File: config.mk
export PLATFORM = sky130hd
export DESIGN_NAME = text_line_framer_flat
export DESIGN_NICKNAME = d
export VERILOG_FILES = /design/src/hw/rtl/tlf_pkg.sv /design/src/hw/rtl/tlf_if.sv /design/src/hw/rtl/tlf_front.sv /design/src/hw/rtl/tlf_queue.sv /design/src/hw/rtl/tlf_back.sv /design/src/hw/rtl/text_line_framer.sv /design/src/flat_wrapper.sv
export SDC_FILE = /design/constraint.sdc
export NUM_CORES = 1
export LEC_CHECK = 0
export ABC_AREA = 1
export BUFFER_PORTS_ARGS = -buffer_cell sky130_fd_sc_hd__clkbuf_2
export CAP_MARGIN = 10
export CORE_UTILIZATION = 35
export DETAILED_ROUTE_END_ITERATION = 10
export PLACE_DENSITY_LB_ADDON = 0.1
export SLEW_MARGIN = 20
export SYNTH_ARGS = -nofsm -noshare
export SYNTH_HDL_FRONTEND = slang
export SYNTH_HIERARCHICAL = 1
export SYNTH_SLANG_ARGS = --single-unit
File: constraint.sdc
create_clock -name clock -period 6.51 [get_ports clock]
set_input_delay 0 -clock clock [delete_from_list [all_inputs] [get_ports clock]]
set_output_delay 0 -clock clock [all_outputs]
set_load 0.05 [all_outputs]
File: src/hw/rtl/tlf_pkg.sv
package tlf_pkg;

   localparam int unsigned COUNT_W = 17;
   localparam logic [COUNT_W-1:0] COUNT_MAX = '1;

   localparam logic [7:0] BYTE_NUL    = 8'h00;
   localparam logic [7:0] BYTE_LF     = 8'h0A;
   localparam logic [7:0] BYTE_CR     = 8'h0D;
   localparam logic [7:0] BYTE_BSLASH = 8'h5C;
   localparam logic [7:0] BYTE_FE     = 8'hFE;
   localparam logic [7:0] BYTE_FF     = 8'hFF;

   typedef enum logic [1:0] {
      KIND_CHAR  = 2'd0,
      KIND_LINE  = 2'd1,
      KIND_TRUNC = 2'd2,
      KIND_END   = 2'd3
   } kind_type;

   typedef struct packed {
      kind_type   kind;
      logic [7:0] ch;
   } result_type;

   // One queue entry holds the results that one input transaction causes.
   typedef struct packed {
      logic       two;
      result_type first;
      result_type second;
   } entry_type;

endpackage

File: src/hw/rtl/tlf_if.sv
interface tlf_req_if;
   logic       valid;
   logic       ready;
   logic [7:0] in_byte;
   logic       is_end;

   modport source (output valid, output in_byte, output is_end, input ready);
   modport sink   (input valid, input in_byte, input is_end, output ready);
endinterface

interface tlf_rsp_if;
   logic       valid;
   logic       ready;
   logic [1:0] kind;
   logic [7:0] out_char;

   modport source (output valid, output kind, output out_char, input ready);
   modport sink   (input valid, input kind, input out_char, output ready);
endinterface

File: src/hw/rtl/tlf_front.sv
module tlf_front (
   input  logic                         clock,
   input  logic                         reset,
   tlf_req_if.sink                      req_ch,
   input  logic                         csr_we,
   input  logic [tlf_pkg::COUNT_W-1:0]  csr_wdata,
   input  logic                         queue_full,
   output logic                         push,
   output tlf_pkg::entry_type           push_data
);

   logic                        expect_bom_ff, expect_bom_in;
   logic                        saw_ff_ff, saw_ff_in;
   logic                        wide_mode_ff, wide_mode_in;
   logic                        wide_phase_ff, wide_phase_in;
   logic                        escape_pending_ff, escape_pending_in;
   logic [tlf_pkg::COUNT_W-1:0] line_count_ff, line_count_in;
   logic [tlf_pkg::COUNT_W-1:0] line_limit_ff;

   logic                        accept;
   logic                        skip;
   logic [tlf_pkg::COUNT_W-1:0] count_plus1;
   logic [tlf_pkg::COUNT_W-1:0] count_plus2;
   logic                        over_now;
   logic                        over_after_bslash;
   logic [7:0]                  b;

   function automatic logic [tlf_pkg::COUNT_W-1:0] sat_inc(
      input logic [tlf_pkg::COUNT_W-1:0] v);
      sat_inc = (v == tlf_pkg::COUNT_MAX) ? v : v + 1'b1;
   endfunction

   assign req_ch.ready = !queue_full;
   assign accept       = req_ch.valid && !queue_full;
   assign b            = req_ch.in_byte;

   assign count_plus1       = sat_inc(line_count_ff);
   assign count_plus2       = sat_inc(count_plus1);
   assign over_now          = (line_limit_ff != '0) && (line_count_ff >= line_limit_ff);
   assign over_after_bslash = (line_limit_ff != '0) && (count_plus1 >= line_limit_ff);

   always_comb begin
      expect_bom_in     = expect_bom_ff;
      saw_ff_in         = saw_ff_ff;
      wide_mode_in      = wide_mode_ff;
      wide_phase_in     = wide_phase_ff;
      escape_pending_in = escape_pending_ff;
      line_count_in     = line_count_ff;
      skip              = 1'b0;
      push              = 1'b0;
      push_data.two           = 1'b0;
      push_data.first.kind    = tlf_pkg::KIND_CHAR;
      push_data.first.ch      = 8'h00;
      push_data.second.kind   = tlf_pkg::KIND_END;
      push_data.second.ch     = 8'h00;

      if (accept) begin
         if (req_ch.is_end) begin
            push          = 1'b1;
            push_data.two = (line_count_ff != '0);
            push_data.first.kind = (line_count_ff != '0) ? tlf_pkg::KIND_LINE
                                                         : tlf_pkg::KIND_END;
            expect_bom_in     = 1'b1;
            saw_ff_in         = 1'b0;
            wide_mode_in      = 1'b0;
            wide_phase_in     = 1'b1;
            escape_pending_in = 1'b0;
            line_count_in     = '0;
         end else begin
            // Byte-order-mark detection on the first two bytes of a stream.
            if (saw_ff_ff) begin
               saw_ff_in = 1'b0;
               if (b == tlf_pkg::BYTE_FE) begin
                  wide_mode_in = 1'b1;
                  skip         = 1'b1;
               end
            end else if (expect_bom_ff) begin
               expect_bom_in = 1'b0;
               if (b == tlf_pkg::BYTE_FF) begin
                  saw_ff_in = 1'b1;
                  skip      = 1'b1;
               end
            end

            // In wide mode only the first byte of each pair is kept.
            if (!skip && wide_mode_ff) begin
               wide_phase_in = !wide_phase_ff;
               if (!wide_phase_ff) begin
                  skip = 1'b1;
               end
            end

            if (!skip) begin
               if (escape_pending_ff) begin
                  escape_pending_in = 1'b0;
                  if (b == tlf_pkg::BYTE_LF) begin
                     push                 = 1'b1;
                     push_data.first.kind = tlf_pkg::KIND_LINE;
                     line_count_in        = '0;
                  end else if (b != tlf_pkg::BYTE_CR) begin
                     push                 = 1'b1;
                     push_data.two        = 1'b1;
                     push_data.first.kind = tlf_pkg::KIND_CHAR;
                     push_data.first.ch   = tlf_pkg::BYTE_BSLASH;
                     if (over_after_bslash) begin
                        push_data.second.kind = tlf_pkg::KIND_TRUNC;
                        line_count_in         = '0;
                     end else begin
                        push_data.second.kind = tlf_pkg::KIND_CHAR;
                        push_data.second.ch   = b;
                        line_count_in         = count_plus2;
                     end
                  end
               end else if (b == tlf_pkg::BYTE_LF) begin
                  push                 = 1'b1;
                  push_data.first.kind = tlf_pkg::KIND_LINE;
                  line_count_in        = '0;
               end else if (b == tlf_pkg::BYTE_BSLASH) begin
                  escape_pending_in = 1'b1;
               end else if (b != tlf_pkg::BYTE_NUL && b != tlf_pkg::BYTE_CR) begin
                  push = 1'b1;
                  if (over_now) begin
                     push_data.first.kind = tlf_pkg::KIND_TRUNC;
                     line_count_in        = '0;
                  end else begin
                     push_data.first.kind = tlf_pkg::KIND_CHAR;
                     push_data.first.ch   = b;
                     line_count_in        = count_plus1;
                  end
               end
            end
         end
      end
   end

   always_ff @(posedge clock) begin
      if (reset) begin
         expect_bom_ff     <= 1'b1;
         saw_ff_ff         <= 1'b0;
         wide_mode_ff      <= 1'b0;
         wide_phase_ff     <= 1'b1;
         escape_pending_ff <= 1'b0;
         line_count_ff     <= '0;
         line_limit_ff     <= '0;
      end else begin
         expect_bom_ff     <= expect_bom_in;
         saw_ff_ff         <= saw_ff_in;
         wide_mode_ff      <= wide_mode_in;
         wide_phase_ff     <= wide_phase_in;
         escape_pending_ff <= escape_pending_in;
         line_count_ff     <= line_count_in;
         if (csr_we) begin
            line_limit_ff <= csr_wdata;
         end
      end
   end

endmodule

File: src/hw/rtl/tlf_queue.sv
module tlf_queue #(
   parameter int unsigned DEPTH = 4
) (
   input  logic               clock,
   input  logic               reset,
   input  logic               push,
   input  tlf_pkg::entry_type push_data,
   input  logic               pop,
   output logic               full,
   output logic               empty,
   output tlf_pkg::entry_type head
);

   localparam int unsigned PTR_W = (DEPTH > 1) ? $clog2(DEPTH) : 1;
   localparam int unsigned CNT_W = $clog2(DEPTH + 1);

   tlf_pkg::entry_type slots_ff [DEPTH];
   logic [PTR_W-1:0]   wr_ptr_ff, wr_ptr_in;
   logic [PTR_W-1:0]   rd_ptr_ff, rd_ptr_in;
   logic [CNT_W-1:0]   fill_ff, fill_in;
   logic               do_push;
   logic               do_pop;

   assign full    = (fill_ff == CNT_W'(DEPTH));
   assign empty   = (fill_ff == '0);
   assign head    = slots_ff[rd_ptr_ff];
   assign do_push = push && !full;
   assign do_pop  = pop && !empty;

   always_comb begin
      wr_ptr_in = wr_ptr_ff;
      rd_ptr_in = rd_ptr_ff;
      fill_in   = fill_ff;
      if (do_push) begin
         wr_ptr_in = (wr_ptr_ff == PTR_W'(DEPTH - 1)) ? '0 : wr_ptr_ff + 1'b1;
      end
      if (do_pop) begin
         rd_ptr_in = (rd_ptr_ff == PTR_W'(DEPTH - 1)) ? '0 : rd_ptr_ff + 1'b1;
      end
      if (do_push && !do_pop) begin
         fill_in = fill_ff + 1'b1;
      end else if (do_pop && !do_push) begin
         fill_in = fill_ff - 1'b1;
      end
   end

   always_ff @(posedge clock) begin
      if (do_push) begin
         slots_ff[wr_ptr_ff] <= push_data;
      end
   end

   always_ff @(posedge clock) begin
      if (reset) begin
         wr_ptr_ff <= '0;
         rd_ptr_ff <= '0;
         fill_ff   <= '0;
      end else begin
         wr_ptr_ff <= wr_ptr_in;
         rd_ptr_ff <= rd_ptr_in;
         fill_ff   <= fill_in;
      end
   end

endmodule

File: src/hw/rtl/tlf_back.sv
module tlf_back (
   input  logic               clock,
   input  logic               reset,
   input  logic               empty,
   input  tlf_pkg::entry_type head,
   output logic               pop,
   tlf_rsp_if.source          rsp_ch
);

   logic                valid_ff, valid_in;
   logic                second_ff, second_in;
   tlf_pkg::result_type data_ff, data_in;
   logic                out_free;
   logic                load;

   assign out_free = !valid_ff || rsp_ch.ready;
   assign load     = out_free && !empty;

   // The head entry leaves the queue with its last result.
   assign pop = load && (second_ff || !head.two);

   always_comb begin
      valid_in  = valid_ff;
      second_in = second_ff;
      data_in   = data_ff;
      if (out_free) begin
         valid_in = !empty;
      end
      if (load) begin
         data_in   = second_ff ? head.second : head.first;
         second_in = !second_ff && head.two;
      end
   end

   always_ff @(posedge clock) begin
      if (reset) begin
         valid_ff  <= 1'b0;
         second_ff <= 1'b0;
      end else begin
         valid_ff  <= valid_in;
         second_ff <= second_in;
      end
   end

   always_ff @(posedge clock) begin
      data_ff <= data_in;
   end

   assign rsp_ch.valid    = valid_ff;
   assign rsp_ch.kind     = data_ff.kind;
   assign rsp_ch.out_char = data_ff.ch;

endmodule

File: src/hw/rtl/text_line_framer.sv
// Text line framer: takes one byte or end marker per transaction on req_ch and
// gives characters, line ends, truncated line ends and an input end on rsp_ch.
// Input is accepted at one transaction per cycle while the queue has room.
// Most transactions cause zero or one result; an escaped byte other than CR
// or LF and an end marker after an open line cause two, sent in turn. A queue
// of QUEUE_DEPTH entries between the classifier and the output stage absorbs
// those pairs and short output stalls, so req_ch.ready drops only when that
// queue is full. The line limit is written through csr_we/csr_wdata while the
// block is idle, which the block does not enforce; zero disables it.
module text_line_framer #(
   parameter int unsigned QUEUE_DEPTH = 4
) (
   input  logic                        clock,
   input  logic                        reset,
   tlf_req_if.sink                     req_ch,
   tlf_rsp_if.source                   rsp_ch,
   input  logic                        csr_we,
   input  logic [tlf_pkg::COUNT_W-1:0] csr_wdata
);

   logic               push;
   tlf_pkg::entry_type push_data;
   logic               queue_full;
   logic               queue_empty;
   tlf_pkg::entry_type head;
   logic               pop;

   tlf_front u_front (
      .clock      (clock),
      .reset      (reset),
      .req_ch     (req_ch),
      .csr_we     (csr_we),
      .csr_wdata  (csr_wdata),
      .queue_full (queue_full),
      .push       (push),
      .push_data  (push_data)
   );

   tlf_queue #(
      .DEPTH (QUEUE_DEPTH)
   ) u_queue (
      .clock     (clock),
      .reset     (reset),
      .push      (push),
      .push_data (push_data),
      .pop       (pop),
      .full      (queue_full),
      .empty     (queue_empty),
      .head      (head)
   );

   tlf_back u_back (
      .clock  (clock),
      .reset  (reset),
      .empty  (queue_empty),
      .head   (head),
      .pop    (pop),
      .rsp_ch (rsp_ch)
   );

endmodule

File: src/flat_wrapper.sv
// flat-port wrapper written by rule: the top's interface ports become plain ports
module text_line_framer_flat 
#(
   parameter int unsigned QUEUE_DEPTH = 4
)
  (clock, reset, csr_we, csr_wdata, req_ch_valid, req_ch_in_byte, req_ch_is_end, req_ch_ready, rsp_ch_valid, rsp_ch_kind, rsp_ch_out_char, rsp_ch_ready);
  tlf_req_if req_ch_i ();
  tlf_rsp_if rsp_ch_i ();
  input  logic clock;
  input  logic reset;
  input  logic csr_we;
  input  logic [tlf_pkg::COUNT_W-1:0] csr_wdata;
  input wire logic [$bits(req_ch_i.valid)-1:0] req_ch_valid;
  input wire logic [$bits(req_ch_i.in_byte)-1:0] req_ch_in_byte;
  input wire logic [$bits(req_ch_i.is_end)-1:0] req_ch_is_end;
  output wire logic [$bits(req_ch_i.ready)-1:0] req_ch_ready;
  output wire logic [$bits(rsp_ch_i.valid)-1:0] rsp_ch_valid;
  output wire logic [$bits(rsp_ch_i.kind)-1:0] rsp_ch_kind;
  output wire logic [$bits(rsp_ch_i.out_char)-1:0] rsp_ch_out_char;
  input wire logic [$bits(rsp_ch_i.ready)-1:0] rsp_ch_ready;
  assign req_ch_i.valid = req_ch_valid;
  assign req_ch_i.in_byte = req_ch_in_byte;
  assign req_ch_i.is_end = req_ch_is_end;
  assign req_ch_ready = req_ch_i.ready;
  assign rsp_ch_valid = rsp_ch_i.valid;
  assign rsp_ch_kind = rsp_ch_i.kind;
  assign rsp_ch_out_char = rsp_ch_i.out_char;
  assign rsp_ch_i.ready = rsp_ch_ready;
  text_line_framer #(.QUEUE_DEPTH(QUEUE_DEPTH)) u_core (.clock(clock), .reset(reset), .req_ch(req_ch_i), .rsp_ch(rsp_ch_i), .csr_we(csr_we), .csr_wdata(csr_wdata));
endmodule
; ---- Word level (Yosys, flattened, before mapping)
; Memories as Yosys holds them, arrays and structs flattened. A register that Yosys moved wholly into a read port is not among the register bits.
; Index checks and enable logic that the tools add are counted.
[op_classes]
order_cmp = 2
n_mux = 74
addsub = 6
reduce_logical = 37
eq_ne = 14
[ops]
columns = cell, n
row1 = two-way mux 17 bit, 12
row2 = two-way mux 21 bit, 3
row3 = two-way mux 10 bit, 5
row4 = two-way mux 1 bit, 37
row5 = two-way mux 18 bit, 2
row6 = "adder 17 x 1 -> 17 bit, second input constant", 2
row7 = "equality test 17 bit, second input constant", 2
row8 = greater-or-equal comparator 17 bit, 2
row9 = nonzero test 17 bit, 2
row10 = two-way mux 8 bit, 3
row11 = two-way mux 2 bit, 9
row12 = "equality test 8 bit, second input constant", 2
row13 = logical AND 1 bit, 12
row14 = zero test 1 bit, 9
row15 = two-way mux 3 bit, 3
row16 = "equality test 8 x 4 -> 1 bit, second input constant", 1
row17 = "equality test 8 x 7 -> 1 bit, second input constant", 1
row18 = "!= test 8 x 4 -> 1 bit, second input constant", 1
row19 = nonzero test 2 bit, 4
row20 = nonzero test 8 bit, 1
row21 = AND reduction 2 bit, 3
row22 = AND reduction 5 bit, 1
row23 = "adder 2 x 1 -> 2 bit, second input constant", 2
row24 = "equality test 2 bit, second input constant", 2
row25 = 10 further kinds, 12
[totals]
output_inout_bits = 12
inputBits = 31
elab_cells = 148
regBits = 58
memories = 1
ramBits = 84
[mem_list]
columns = memory, words, width, rd, rd_ports_with_merged_regs, wr, line_no
row1 = u_core.u_queue.slots_ff, 4, 21, 1, 1, 1, tlf_queue.sv:17  ; tlf_pkg::entry_type slots_ff [DEPTH];

; ---- Depth between registers and ports, before layout
; Gate-level depths: netlist of run 1.
[depth]
ltp_word = 19
mapped_depth = 24
ltp_nobuf = 21

; ---- Cells and area by module
; Netlist of run 1, hierarchy kept.
[modules_own_cells]
columns = module, cells_each, n_inst, seq_area_each_um2, area_per_inst_um2
row1 = tlf_front, 659, 1, 780.7, 4015.1
row2 = tlf_queue, 275, 1, 2702.6, 3682.3
row3 = tlf_back, 58, 1, 340.3, 533.0

; ---- Least setup slack after synthesis of run 1
; OpenSTA, ideal clock, no wires.
[synth_path]
path_type = register -> register
startpoint = register u_core.u_queue.fill_ff[0]
endpoint = memory u_core/u_queue/slots_ff[0][0] (netlist bit), enable pin
synth_period_minus_slack_ns = 3.238
stages_incl_launch_ff = 13
arrival_time_ns = 2.840
slack_ns = 3.272
setup_time_ns = 0.399
n_path_buf = 0
required_ns = 6.111
cell_sequence = dfxtp_1 -> nor2_2 -> nand2_2 -> inv_1 -> inv_1 -> nand2_1 -> inv_1 -> nand2_1 -> o21ai_1 -> nand2_1 -> inv_1 -> nand2_1 -> nor2_1
[synth_between]
elab_chain_len = 7
[synth_lines]
columns = element, line_no
row1 = start: declaration, tlf_queue.sv:20  ; logic [CNT_W-1:0] fill_ff, fill_in;
row2 = start signal: assignment, tlf_queue.sv:61  ; fill_ff <= fill_in;
row3 = equality test 3 bit, tlf_queue.sv:24  ; assign full = (fill_ff == CNT_W'(DEPTH));
row4 = net u_core.queue_full, text_line_framer.sv:23  ; logic queue_full;
row5 = zero test 1 bit, -
row6 = net req_ch_ready, flat_wrapper.sv:16  ; output wire logic [$bits(req_ch_i.ready)-1:0] req_ch_ready;
row7 = logical AND 1 bit, tlf_front.sv:34  ; assign accept = req_ch.valid && !queue_full;
row8 = two-way mux 1 bit, tlf_front.sv:57  ; if (accept) begin
row9 = net u_core.push, text_line_framer.sv:21  ; logic push;
row10 = logical AND 1 bit, tlf_queue.sv:27  ; assign do_push = push && !full;
row11 = two-way mux 1 bit, tlf_queue.sv:48  ; if (do_push) begin
row12 = two-way mux 1 bit (implied by the code), tlf_queue.sv:49  ; slots_ff[wr_ptr_ff] <= push_data;
row13 = end: declaration, tlf_queue.sv:17
; The timed path passes the listed nets, and every way through them passes these cells.

; ---- Final worst setup path of run 1
[layout_path]
startpoint = register u_core/u_front/line_count_ff[1] (netlist bit)
endpoint = register u_core/u_front/line_count_ff[1] (netlist bit)
[layout_between]
elab_chain_len = 10
elab_cells_between_ends = 20
classes_between = add/sub: 2 / order compare: 2 / eq/ne: 2 / mux: 12 / reduce/logical: 2
[layout_lines]
columns = element, line_no
row1 = start: declaration, tlf_front.sv:17  ; logic [tlf_pkg::COUNT_W-1:0] line_count_ff, line_count_in;
row2 = start signal: assignment, tlf_front.sv:151  ; line_count_ff <= line_count_in;
row3 = adder 17 x 1 -> 17 bit or equality test 17 bit (tied branches), tlf_front.sv:30  ; sat_inc = (v == tlf_pkg::COUNT_MAX) ? v : v + 1'b1;
row4 = two-way mux 17 bit, tlf_front.sv:30
row5 = adder 17 x 1 -> 17 bit (tied with other cells), tlf_front.sv:30
row6 = two-way mux 17 bit or logical AND 1 bit (tied branches), "tlf_front.sv:30, tlf_front.sv:40"
row7 = two-way mux 17 bit, tlf_front.sv:105  ; if (over_after_bslash) begin
row8 = two-way mux 17 bit, tlf_front.sv:100  ; end else if (b != tlf_pkg::BYTE_CR) begin
row9 = two-way mux 17 bit, tlf_front.sv:96  ; if (b == tlf_pkg::BYTE_LF) begin
row10 = two-way mux 17 bit *, tlf_front.sv:94  ; if (escape_pending_ff) begin
row11 = two-way mux 17 bit *, tlf_front.sv:93  ; if (!skip) begin
row12 = two-way mux 17 bit *, tlf_front.sv:58  ; if (req_ch.is_end) begin
; Every way passes the cells marked *; elsewhere a longest branch is shown, timed or not. The select of a mux whose other input is x is not followed.
; A chain may end at the register's enable or synchronous reset.

==> impl_metrics.csv, run 1 <==
group,metric,value,unit
cts,clk_latency,0.42,ns
floorplanning,fp.dieArea,24100,um^2
pwr,p_leak,0.00390,uW
yosys,syn_area,8230,um^2
drt,drt_iter0_drc,580,
cells_and_area,final_layout_size_suffix_gt1_share,12.2,%
grt,antenna_found_initial,0,
floorplanning,num_rows,55,
cells_and_area,post-route-util,41.1,%
yosys,synth_top_cell_area_share,34.3,%
critical_path,crit_path_top_delay_cell,"dfxtp_1",
yosys,synth_cells,992,
grt,grtUsageTotal,20.0,%
critical_path,r2r_setup_slack,2.51,ns
cts,cts_tree,"yes",
sta,setup_viol,0,
critical_path,cp_top_family,"simple AND/OR/NAND/NOR gates",
cts,cts_sinks,144,
floorplanning,die_h,155,um
drt,avgRoutedWirePerCell,17.1,um
pwr,peakVddDrop,188,uV
cells_and_area,areaGrowthSynthToFinish,14.1,%
grt,grt_pass1_wl,36500,um
floorplanning,ios,43,
yosys,synth-seq-cells,144,
grt,grt_pass1_vias,6456,
placed_design,place_congestion,0.883,
sta,max_freq,250,MHz
sta,slew_violations,0,
drt,first_pass_iters,6,
yosys,synth.avg_cell_area,8.30,um^2
drt,ant_nets,0,
yosys,ys_seq_area_share,46.5,%
pwr,powerDensity,349,nW/um^2
drt,via_per_inst,5.06,
yosys,yosys_warnings,6,
critical_path,critical_path.startpoint_type,"register",
cts,post_cts.repair.setup_buffers,0,
critical_path,path_buf_inv,1,
floorplanning,initial_core_util,36.0,%
drt,dr_wl_met3,953,um
drt,top_layer,"met4",
sta,fin_crit,4.00,ns
cells_and_area,nFillCells,2362,
run_status,status,"complete, no violations",
yosys,synth_area_leaders,"edfxtp_1, dfxtp_1, nand2_1, ha_1, nor2_1",
cells_and_area,final_common_cell,"nand2_1",
placed_design,detailed_place_hpwl,16300,um
sta,rsz0062_at_grt,"false",
grt,grt_start_max_net_pins,44,
critical_path,worstPathArrival,4.34,ns
floorplanning,die_x,155,um
cells_and_area,layout_common_cells,"nand2_1, nor2_1, inv_1, edfxtp_1, a21oi_1",
cts,htree_levels,4,
sta,slew_headroom,25.2,%
cts,cts-root-buf,"clkbuf_16",
drt,wl_met1,10700,um
critical_path,cp-end-kind,"register",
cts,numCtsBuffers,17,
floorplanning,fp.coreArea,22800,um^2
yosys,ys_types,44,
sta,fin_crit_sh,61.4,%
yosys,async_reset_ff_share,0,%
sta,setup_tns,0,ns
drt,postRouteWirelength,23400,um
sta,skew,0.0146,ns
critical_path,crit_type,"reg2reg",
sta,worst_pin_slew,1.12,ns
yosys,syn_nets,1067,
critical_path,cp_cell_sequence,"ha_1 -> nand2_1 -> nor2_2 -> nand2_4 -> nor2_4 -> nand2_2 -> nand2_1 -> ha_1 -> a21oi_1 -> nor2_1 -> o21ai_0 -> nand3_1 -> nand2_1 -> nand4_1 -> nand3_1 -> nand2_1 -> inv_1 -> nand4_1 -> a21oi_1",
critical_path,worstPathMaxFanout,20,
yosys,synth-edff-count,94,
sta,hold_viol_final,0,
yosys,synth_flop_cell,"edfxtp_1",
drt,dr_wl_met2,11300,um
critical_path,max_stage_delay,0.42,ns
cells_and_area,nets,1117,
job,drv_cap,0,
critical_path,cp.required,6.85,ns
cells_and_area,antennaDiodeCount,0,
critical_path,cp_common_cell,"nand2_1",
cts,clock_path_buffers,2,
yosys,yosys.area.top_type,"edfxtp_1",
worst_hold_path,hold_path.class,"in2reg",
cts,path_clk_slew,0.06,ns
placed_design,port_buffers,42,
drt,vias,6928,
drt,drc,0,
grt,grt-ovfl-total,0,
==> registers in the layout (all words and copies together), names as in the netlist, 2 cells and up, named ones only <==
signal / count
u_core/u_back/rsp_ch.kind: 2
u_core/u_queue/wr_ptr_ff: 2
u_core/u_front/line_limit_ff: 17
u_core/u_queue/rd_ptr_ff: 2
u_core/u_front/line_count_ff: 17
u_core/u_queue/slots_ff: 84
u_core/u_back/rsp_ch.out_char: 8
u_core/u_queue/fill_ff: 3
==> repair_timing <==
| item | CTS | global route |
|---|---|---|
| hold endpoints to repair | 18 | 0 |
| resized for setup | 0 | 0 |
| hold buffers | 19 | 0 |
==> layout make-up <==
cell class              count  area (um^2)  share of cell area (%)
inverters                 105          402                    4.28
well taps                 313          392                    4.17
multi-input cells         707         3760                    40.1
repair buffers             67          445                    4.74
flip-flops and latches    144         3820                    40.7
clock buffers              19          433                    4.61
clock inverters            13          130                    1.39
==> layer usage <==
layer  vias up  global-route usage (%)
li1       3485                       -
met1      3246                    25.8
met2       174                    34.6
met3        23                    2.84
met4         0                    5.65
met5         -                       0
==> power breakdown <==
part	switching [uW]	internal (uW)	total, uW	leakage [uW]
Clock	402	534	936	0.000268
Sequential	74.8	1180	1260	0.00135
Combinational	774	309	1080	0.00228
Total	1250	2020	3280	0.00390
==> tightest hold or removal path, stage by stage <==
cell,delay [ns]
clkbuf_2,0.13
nand2_1,0.08
nor2_1,0.05
nand3_1,0.08
a21oi_1,0.06
==> synth_stat cells, types with 2 or more instances <==
master / n
dfxtp_1: 50
buf_4: 3
o21bai_1: 3
buf_2: 8
or2_2: 2
nor2_4: 6
buf_1: 3
edfxtp_1: 94
nand4_1: 39
o22ai_2: 2
nor4_1: 9
nor2_1: 118
clkbuf_1: 10
clkinv_1: 2
inv_2: 5
nand3_1: 54
xor2_1: 2
a21o_1: 3
o22ai_1: 19
nand3_2: 3
buf_6: 11
o21ai_0: 57
ha_1: 43
nor2_2: 4
o21ai_1: 25
nand3b_1: 2
nand2_4: 4
nor3_1: 17
nand2_2: 19
nand2_1: 205
inv_1: 97
a21oi_1: 61
==> worst paths after layout <==
path,start,to,depth (start not counted)
worst max-delay path,u_core/u_front/line_count_ff[1],u_core/u_front/line_count_ff[1],19
worst min-delay path,req_ch_in_byte[1],u_core/u_front/wide_mode_ff,5
worst max register to register,u_core/u_front/line_count_ff[1],u_core/u_front/line_count_ff[1],19
worst min register to register,u_core/u_front/wide_mode_ff,u_core/u_front/wide_mode_ff,2
==> through the flow <==
stage / cells / total power (uW) / setup slack (ns) / hold slack, ns / area (um^2)
2_1_floorplan: 992 / 2110 / 3.27 / 0.0691 / 8230
3_3_place_gp: 1317 / 2370 / 2.69 / 0.237 / 8640
3_5_place_dp: 1317 / 2370 / 2.57 / 0.231 / 8640
4_1_cts: 1368 / 3320 / 2.56 / 0.0196 / 9390
5_1_grt: 1368 / 3490 / 2.07 / 0.0431 / 9390
6_report: 1368 / 3280 / 2.51 / 0.0397 / 9390
==> kinds of logic after synthesis <==
kind of cell,Yosys count,share of synthesized area [%]
AND/OR/NAND/NOR,487,27.1
buffers and inverters,141,7.92
adder cells (fa/ha/maj),44,6.78
XOR/XNOR,4,0.517
flip-flops,144,46.5
AO/OA/AOI/OAI,172,11.2
Note: power is estimated with default switching activity, not from simulation.
==> run 2, diff against run 1 <==
==> constraint.sdc (replaced) <==
create_clock -name clock -period 3.65 [get_ports clock]
set_input_delay 0 -clock clock [delete_from_list [all_inputs] [get_ports clock]]
set_output_delay 0 -clock clock [all_outputs]
set_load 0.05 [all_outputs]
==> run 2 against run 1 <==
Effect of this change:
- critical path depth up 1
- wire length increased by 1.0%
- setup slack lost 2.1 ns
- sequential share of layout area decreased by 1.1 points
- critical path type unchanged
- largest power group unchanged
==> impl_metrics.csv, run 2 (same netlist as run 1, synthesis figures left out) <==
group,metric,value,unit
run_status,status,"complete, no violations",
grt,grt-ovfl-total,0,
sta,fin_hold_ws,0.0322,ns
cells_and_area,finalInstanceArea,9650,um^2
sta,rsz0062_at_grt,"false",
critical_path,worstPathMaxFanout,11,
sta,slew_headroom,44.3,%
sta,fin_crit,3.27,ns
pwr,combPwrFrac,33.4,%
critical_path,critical_path.startpoint_type,"register",
floorplanning,fp.coreArea,22800,um^2
grt,grtUsageTotal,20.5,%
drt,first_pass_iters,5,
drt,ant_nets,0,
cells_and_area,reg_top3,"u_core/u_queue/slots_ff x84, u_core/u_front/line_count_ff x17, u_core/u_front/line_limit_ff x17",
cells_and_area,largest_reg_flops,84,
pwr,powerDensity,617,nW/um^2
cts,cts_sinks,144,
cells_and_area,layout_common_cells,"nand2_1, nor2_1, inv_1, edfxtp_1, a21oi_1",
drt,avgRoutedWirePerCell,16.9,um
cells_and_area,nets,1144,
job,drv_cap,0,
placed_design,port_buffers,42,
drt,postRouteWirelength,23600,um
sta,max_freq,305,MHz
critical_path,cp-end-kind,"register",
grt,antenna_found_initial,0,
drt,via_per_inst,5.04,
sta,fin_crit_sh,89.7,%
cells_and_area,antennaDiodeCount,0,
floorplanning,ios,43,
critical_path,crit_type,"reg2reg",
floorplanning,num_rows,55,
floorplanning,initial_core_util,36.0,%
placed_design,detailed_place_hpwl,17000,um
cts,cts_tree,"yes",
cts,path_clk_slew,0.07,ns
cells_and_area,nFillCells,2329,
placed_design,placed_area,8840,um^2
cts,cts-root-buf,"clkbuf_16",
pwr,p_int,3690,uW
cells_and_area,post-route-util,42.2,%
drt,drt_iter0_drc,557,
pwr,power.switching,2270,uW
pwr,p_leak,0.00406,uW
cells_and_area,areaGrowthSynthToFinish,17.2,%
sta,hold_viol_final,0,
sta,setup_tns,0,ns
drt,vias,7027,
sta,slew_violations,0,
pwr,p_seq_share,37.2,%
cells_and_area,final_common_cell,"nand2_1",
placed_design,place_congestion,0.941,
pwr,p_sw_share,38.0,%
grt,grt_pass1_wl,37400,um
critical_path,cp.required,3.93,ns
floorplanning,die_h,155,um
grt,grt_pass1_vias,6713,
drt,drc,0,
floorplanning,die_x,155,um
floorplanning,fp.dieArea,24100,um^2
cts,clk_latency,0.42,ns
sta,setup_viol,0,
cts,numCtsBuffers,17,
pwr,power_frac_clock,29.4,%
cts,clock_path_buffers,2,
cells_and_area,registers.top_by_ff_count,"u_core/u_queue/slots_ff",
pwr,peakVddDrop,296,uV
grt,grt_start_max_net_pins,43,
sta,worst_pin_slew,0.834,ns
critical_path,worstPathArrival,3.56,ns
cells_and_area,final_layout_size_suffix_gt1_share,14.8,%
worst_hold_path,hold_path.class,"in2reg",
cts,htree_levels,4,
sta,skew,0.0161,ns
==> run 2: cell types whose count changed in the layout (fill, tap and decap cells not counted), moves of 2 or more <==
cell	change
buf_4	+24
clkbuf_8	+3
clkbuf_1	-2
dfxtp_1	-2
dfxtp_2	+2
dlygate4sd3_1	+2
==> run 2: final cells by class <==
type                    instances  area [um^2]  share of cell area [%]
inverters                     105          402                    4.16
flip-flops and latches        144         3830                    39.7
clock buffers                  20          467                    4.84
repair buffers                 94          666                    6.90
multi-input cells             707         3770                    39.1
clock inverters                12          123                    1.27
well taps                     313          392                    4.06
==> run 2: stage by stage <==
stage / setup slack (ns) / instances / total power, uW
after floorplan: 0.412 / 992 / 3760
after global placement: 0.358 / 1342 / 4240
after detailed placement: 0.289 / 1342 / 4240
after CTS: 0.247 / 1395 / 6030
after global routing: 0.0120 / 1395 / 6340
final: 0.375 / 1395 / 5950
==> run 2: path summary, 6_finish.rpt <==
check | from | end | slack (ns) | depth (start not counted)
setup / recovery | u_core/u_front/line_count_ff[2] | u_core/u_front/line_count_ff[6] | 0.38 | 20
hold / removal | req_ch_in_byte[5] | u_core/u_front/wide_mode_ff | 0.03 | 5
setup reg to reg | u_core/u_front/line_count_ff[2] | u_core/u_front/line_count_ff[6] | 0.38 | 20
hold reg to reg | u_core/u_front/wide_mode_ff | u_core/u_front/wide_mode_ff | 0.47 | 2
==> run 2: timing repair <==
action,CTS,global route
hold endpoints to repair,19,0
resized for setup,0,4
endpoints found under the setup margin,0,45
hold buffers,21,0
buffers inserted,0,0
==> run 2: power groups by stage <==
stage | Sequential [uW] | Combinational, uW | Clock, uW
floorplan | 2450 | 1300 | 0
global placement | 2250 | 1990 | 0
detailed placement | 2250 | 1990 | 0
CTS | 2220 | 2010 | 1800
global route | 2250 | 2230 | 1860
finish | 2220 | 1990 | 1750
==> run 2: routing by layer <==
layer  global-route usage, %  part of all wire, %
met2                    34.8                   49
met3                    3.34                  3.9
met4                    7.47                  2.3
met5                       0                    0
met1                    26.1                   45
==> run 2: worst max-delay path, cell delays in order (launching register included) <==
cell and delay, ns:
dfxtp_1 0.54, nand2_1 0.14, nor2_1 0.21, nand2_1 0.14, nor2_1 0.12, nand2_1 0.05, nand2_1 0.20, nand2_4 0.10
ha_1 0.28, nand2_1 0.06, inv_1 0.06, nand2_1 0.06, nor3_1 0.20, nand4_1 0.12, nand4_1 0.15, nand3_1 0.14
nand2_1 0.13, inv_1 0.07, buf_4 0.18, nand3_1 0.10, a21oi_1 0.07
==> run 3, diff against run 2 <==
--- a/config.mk
+++ b/config.mk
@@ -5,7 +5,6 @@
 export SDC_FILE = /design/constraint.sdc
 export NUM_CORES = 1
 export LEC_CHECK = 0
-export ABC_AREA = 1
 export BUFFER_PORTS_ARGS = -buffer_cell sky130_fd_sc_hd__clkbuf_2
 export CAP_MARGIN = 10
 export CORE_UTILIZATION = 35
==> run 3 against run 2 <==
Effect of this change:
- setup slack got worse by 0.25 ns
- highest routed layer unchanged
- clock power decreased by 2%
- sequential share of layout area decreased by 1.2 points
- register-to-register slack got worse by 0.25 ns
- the run now ends with DRC left
- clock-buffer cell count decreased by 2
- clock skew decreased by 0.0011 ns
- combinational power decreased by 18%
- die area decreased by 3.8%
- flip-flop and latch count unchanged
==> impl_metrics.csv, run 3 <==
group,metric,value,unit
run_status,status,"finished, violations left",
run_status,failed_checks,"DRC",
yosys,synth-seq-cells,144,
floorplanning,fp.coreArea,22000,um^2
floorplanning,ios,43,
floorplanning,fp.dieArea,23200,um^2
grt,grt_start_max_net_pins,34,
critical_path,cp_cell_sequence,"buf_4 -> nand4_4 -> nor4_4 -> nor3_2 -> xnor2_1 -> ha_1 -> o21a_1 -> o211ai_1 -> a311o_1 -> a31oi_1 -> o21a_2 -> or3_4 -> o31a_1 -> o21ai_1 -> o311a_1",
grt,grt_use_met1,24.6,%
cells_and_area,registers.top_by_ff_count,"u_core/u_queue/slots_ff",
drt,ant_nets,0,
placed_design,place_congestion,0.935,
drt,drc,3,
sta,slew_headroom,29.6,%
cells_and_area,final_common_cell,"buf_4",
cells_and_area,layout_common_cells,"buf_4, edfxtp_1, nor2_1, clkbuf_2, ha_1",
critical_path,r2r_cells,15,
cells_and_area,final_layout_size_suffix_gt1_share,29.4,%
job,drv_cap,0,
critical_path,crit_start,"u_core/u_front/line_count_ff[7]",
sta,fin_crit_sh,96.5,%
critical_path,cp-end-kind,"register",
yosys,synth_area_leaders,"edfxtp_1, dfxtp_1, ha_1, mux4_2, nor2_1",
critical_path,crit_path_top_delay_cell,"or3_4",
yosys,synth_mux_area_share,10.4,%
pwr,p_leak,0.00390,uW
yosys,ys_types,77,
yosys,yosys.area.top_type,"edfxtp_1",
floorplanning,die_x,152,um
critical_path,r2r_setup_slack,0.13,ns
yosys,synth_flop_cell,"edfxtp_1",
yosys,synth_compound_area_share,10.2,%
sta,hold_viol_final,0,
cts,cts_tree,"yes",
grt,grt-ovfl-total,0,
critical_path,path_buf_inv,1,
critical_path,cp_top_family,"compound AO/OA/AOI/OAI gates",
cells_and_area,nets,926,
cells_and_area,reg_top3,"u_core/u_queue/slots_ff x84, u_core/u_front/line_count_ff x17, u_core/u_front/line_limit_ff x17",
yosys,synthXorXnorAreaFrac,1.42,%
critical_path,max_stage_delay,0.39,ns
pwr,peakVddDrop,286,uV
pwr,powerDensity,552,nW/um^2
sta,fin_crit,3.52,ns
yosys,synth.avg_cell_area,11.2,um^2
cells_and_area,areaGrowthSynthToFinish,26.1,%
cts,cts_sinks,144,
sta,worst_pin_slew,1.05,ns
yosys,synth_fa_ha_area_share,7.05,%
grt,grt_pass1_wl,35900,um
yosys,ys_seq_area_share,48.3,%
drt,first_pass_iters,8,
worst_hold_path,hold_path.class,"in2reg",
grt,grtUsageTotal,20.3,%
yosys,synthTopCellsByCount,"edfxtp_1, nor2_1, dfxtp_1",
cts,cts-root-buf,"clkbuf_16",
critical_path,cp.required,4.01,ns
sta,rsz0062_at_grt,"true",
grt,antenna_found_initial,1,
critical_path,endpoint,"u_core/u_front/line_count_ff[0]",
cells_and_area,antennaDiodeCount,0,
placed_design,port_buffers,42,
critical_path,worstPathArrival,3.88,ns
critical_path,r2r_end,"u_core/u_front/line_count_ff[0]",
cells_and_area,post-route-util,45.3,%
drt,postRouteWirelength,22800,um
cts,path_clk_slew,0.07,ns
placed_design,detailed_place_hpwl,16900,um
floorplanning,die_h,152,um
drt,via_per_inst,5.56,
sta,slew_violations,0,
drt,vias,6360,
sta,max_freq,284,MHz
grt,grt_pass1_vias,6315,
cells_and_area,nFillCells,2057,
yosys,synth-edff-count,94,
yosys,synth_top_cell_area_share,35.7,%
floorplanning,initial_core_util,35.9,%
drt,avgRoutedWirePerCell,19.9,um
critical_path,worstPathMaxFanout,4,
yosys,synth_top_family_by_area,"simple AND/OR/NAND/NOR gates",
critical_path,critical_path_cell_count,15,
cts,clk_latency,0.42,ns
grt,use_met3,3.50,%
pwr,fin_total_pwr,5510,uW
cells_and_area,largest_reg_flops,84,
floorplanning,num_rows,54,
cts,numCtsBuffers,17,
yosys,synth_most_common_cell,"edfxtp_1",
yosys,async_reset_ff_share,0,%
critical_path,crit_type,"reg2reg",
yosys,synth_cells,704,
cts,htree_levels,4,
sta,skew,0.0149,ns
grt,busiest_layer,"met2",
sta,setup_viol,0,
yosys,yosys.area_share.simple,18.5,%
critical_path,critical_path.startpoint_type,"register",
yosys,syn_area,7910,um^2
cts,clock_path_buffers,2,
worst_hold_path,min-delay-start,"req_ch_in_byte[5]",
grt,grt_use_met2,35.6,%
cells_and_area,finalInstanceArea,9980,um^2
drt,drt_iter0_drc,436,
yosys,yosys_warnings,6,
critical_path,r2r-start,"u_core/u_front/line_count_ff[7]",
yosys,syn_nets,779,
placed_design,placed_area,9050,um^2
==> run 3: cell types whose count changed after synthesis, sizes merged, moves of 21 or more <==
cell / change
a21oi: -28
inv: -70
mux4: +21
nand2: -188
nor2: -71
o21ai: -60
==> run 3: how the worst min path moves through the flow <==
stage,cells after the start,endpoint,slack [ns]
5_1_grt,2,u_core/u_queue/slots_ff[0][7],0.04
2_1_floorplan,1,u_core/u_back/rsp_ch.valid,0.07
4_1_cts,2,u_core/u_queue/slots_ff[2][7],0.02
3_5_place_dp,3,u_core/u_front/line_limit_ff[6],0.25
3_3_place_gp,3,u_core/u_front/line_limit_ff[1],0.24
6_report,2,u_core/u_queue/slots_ff[0][15],0.03
==> run 3: per-layer routing <==
| metal | share of wire [%] | vias to the layer above |
|---|---|---|
| met1 | 42 | 3113 |
| met3 | 5.0 | 37 |
| met4 | 2.6 | 0 |
| li1 | - | 2998 |
| met2 | 51 | 212 |
| met5 | 0 | - |
==> run 3: repair_timing <==
item	in CTS	in global routing
gates resized for setup	14	29
setup buffers	1	3
setup endpoints to repair	47	48
hold buffers	18	0
endpoints found under the hold margin	19	0
pin swaps	6	11
==> run 3: kinds of logic (layout without fill, tap and decap cells) <==
group | after synthesis | after routing
and+or+nand+nor | 264 | 264
xor gates and xnor gates | 12 | 12
DFF | 144 | 144
muxes | 51 | 51
adders and majority gates | 44 | 44
AOI/OAI and AO/OA | 119 | 119
buffers and inverters | 70 | 230
==> run 3: through the flow <==
stage	hold WS (ns)	setup TNS (ns)	std cells	setup slack (ns)
after floorplan	0.0691	0	704	0.00196
after global placement	0.235	-7.00	1090	-0.217
after detailed placement	0.245	-5.08	1090	-0.162
after CTS	0.0206	0	1141	0.0141
after global routing	0.0447	-0.0673	1144	-0.0537
final	0.0313	0	1144	0.126
==> run 3: area by class of cell <==
type                            instances  area (um^2)  area share (%)
Multi-Input combinational cell        490         3890            39.0
Sequential cell                       144         3840            38.5
Timing Repair Buffer                  163         1170            11.7
Clock buffer                           18          429            4.30
Tap cell                              280          350            3.51
Inverter                               35          158            1.58
Clock inverter                         14          145            1.45
==> run 3: power breakdown <==
group	switching (uW)	total (uW)	leakage, uW	internal, uW
sequential	101	2150	0.00130	2050
clock	752	1710	0.000272	962
combinational	974	1640	0.00233	665
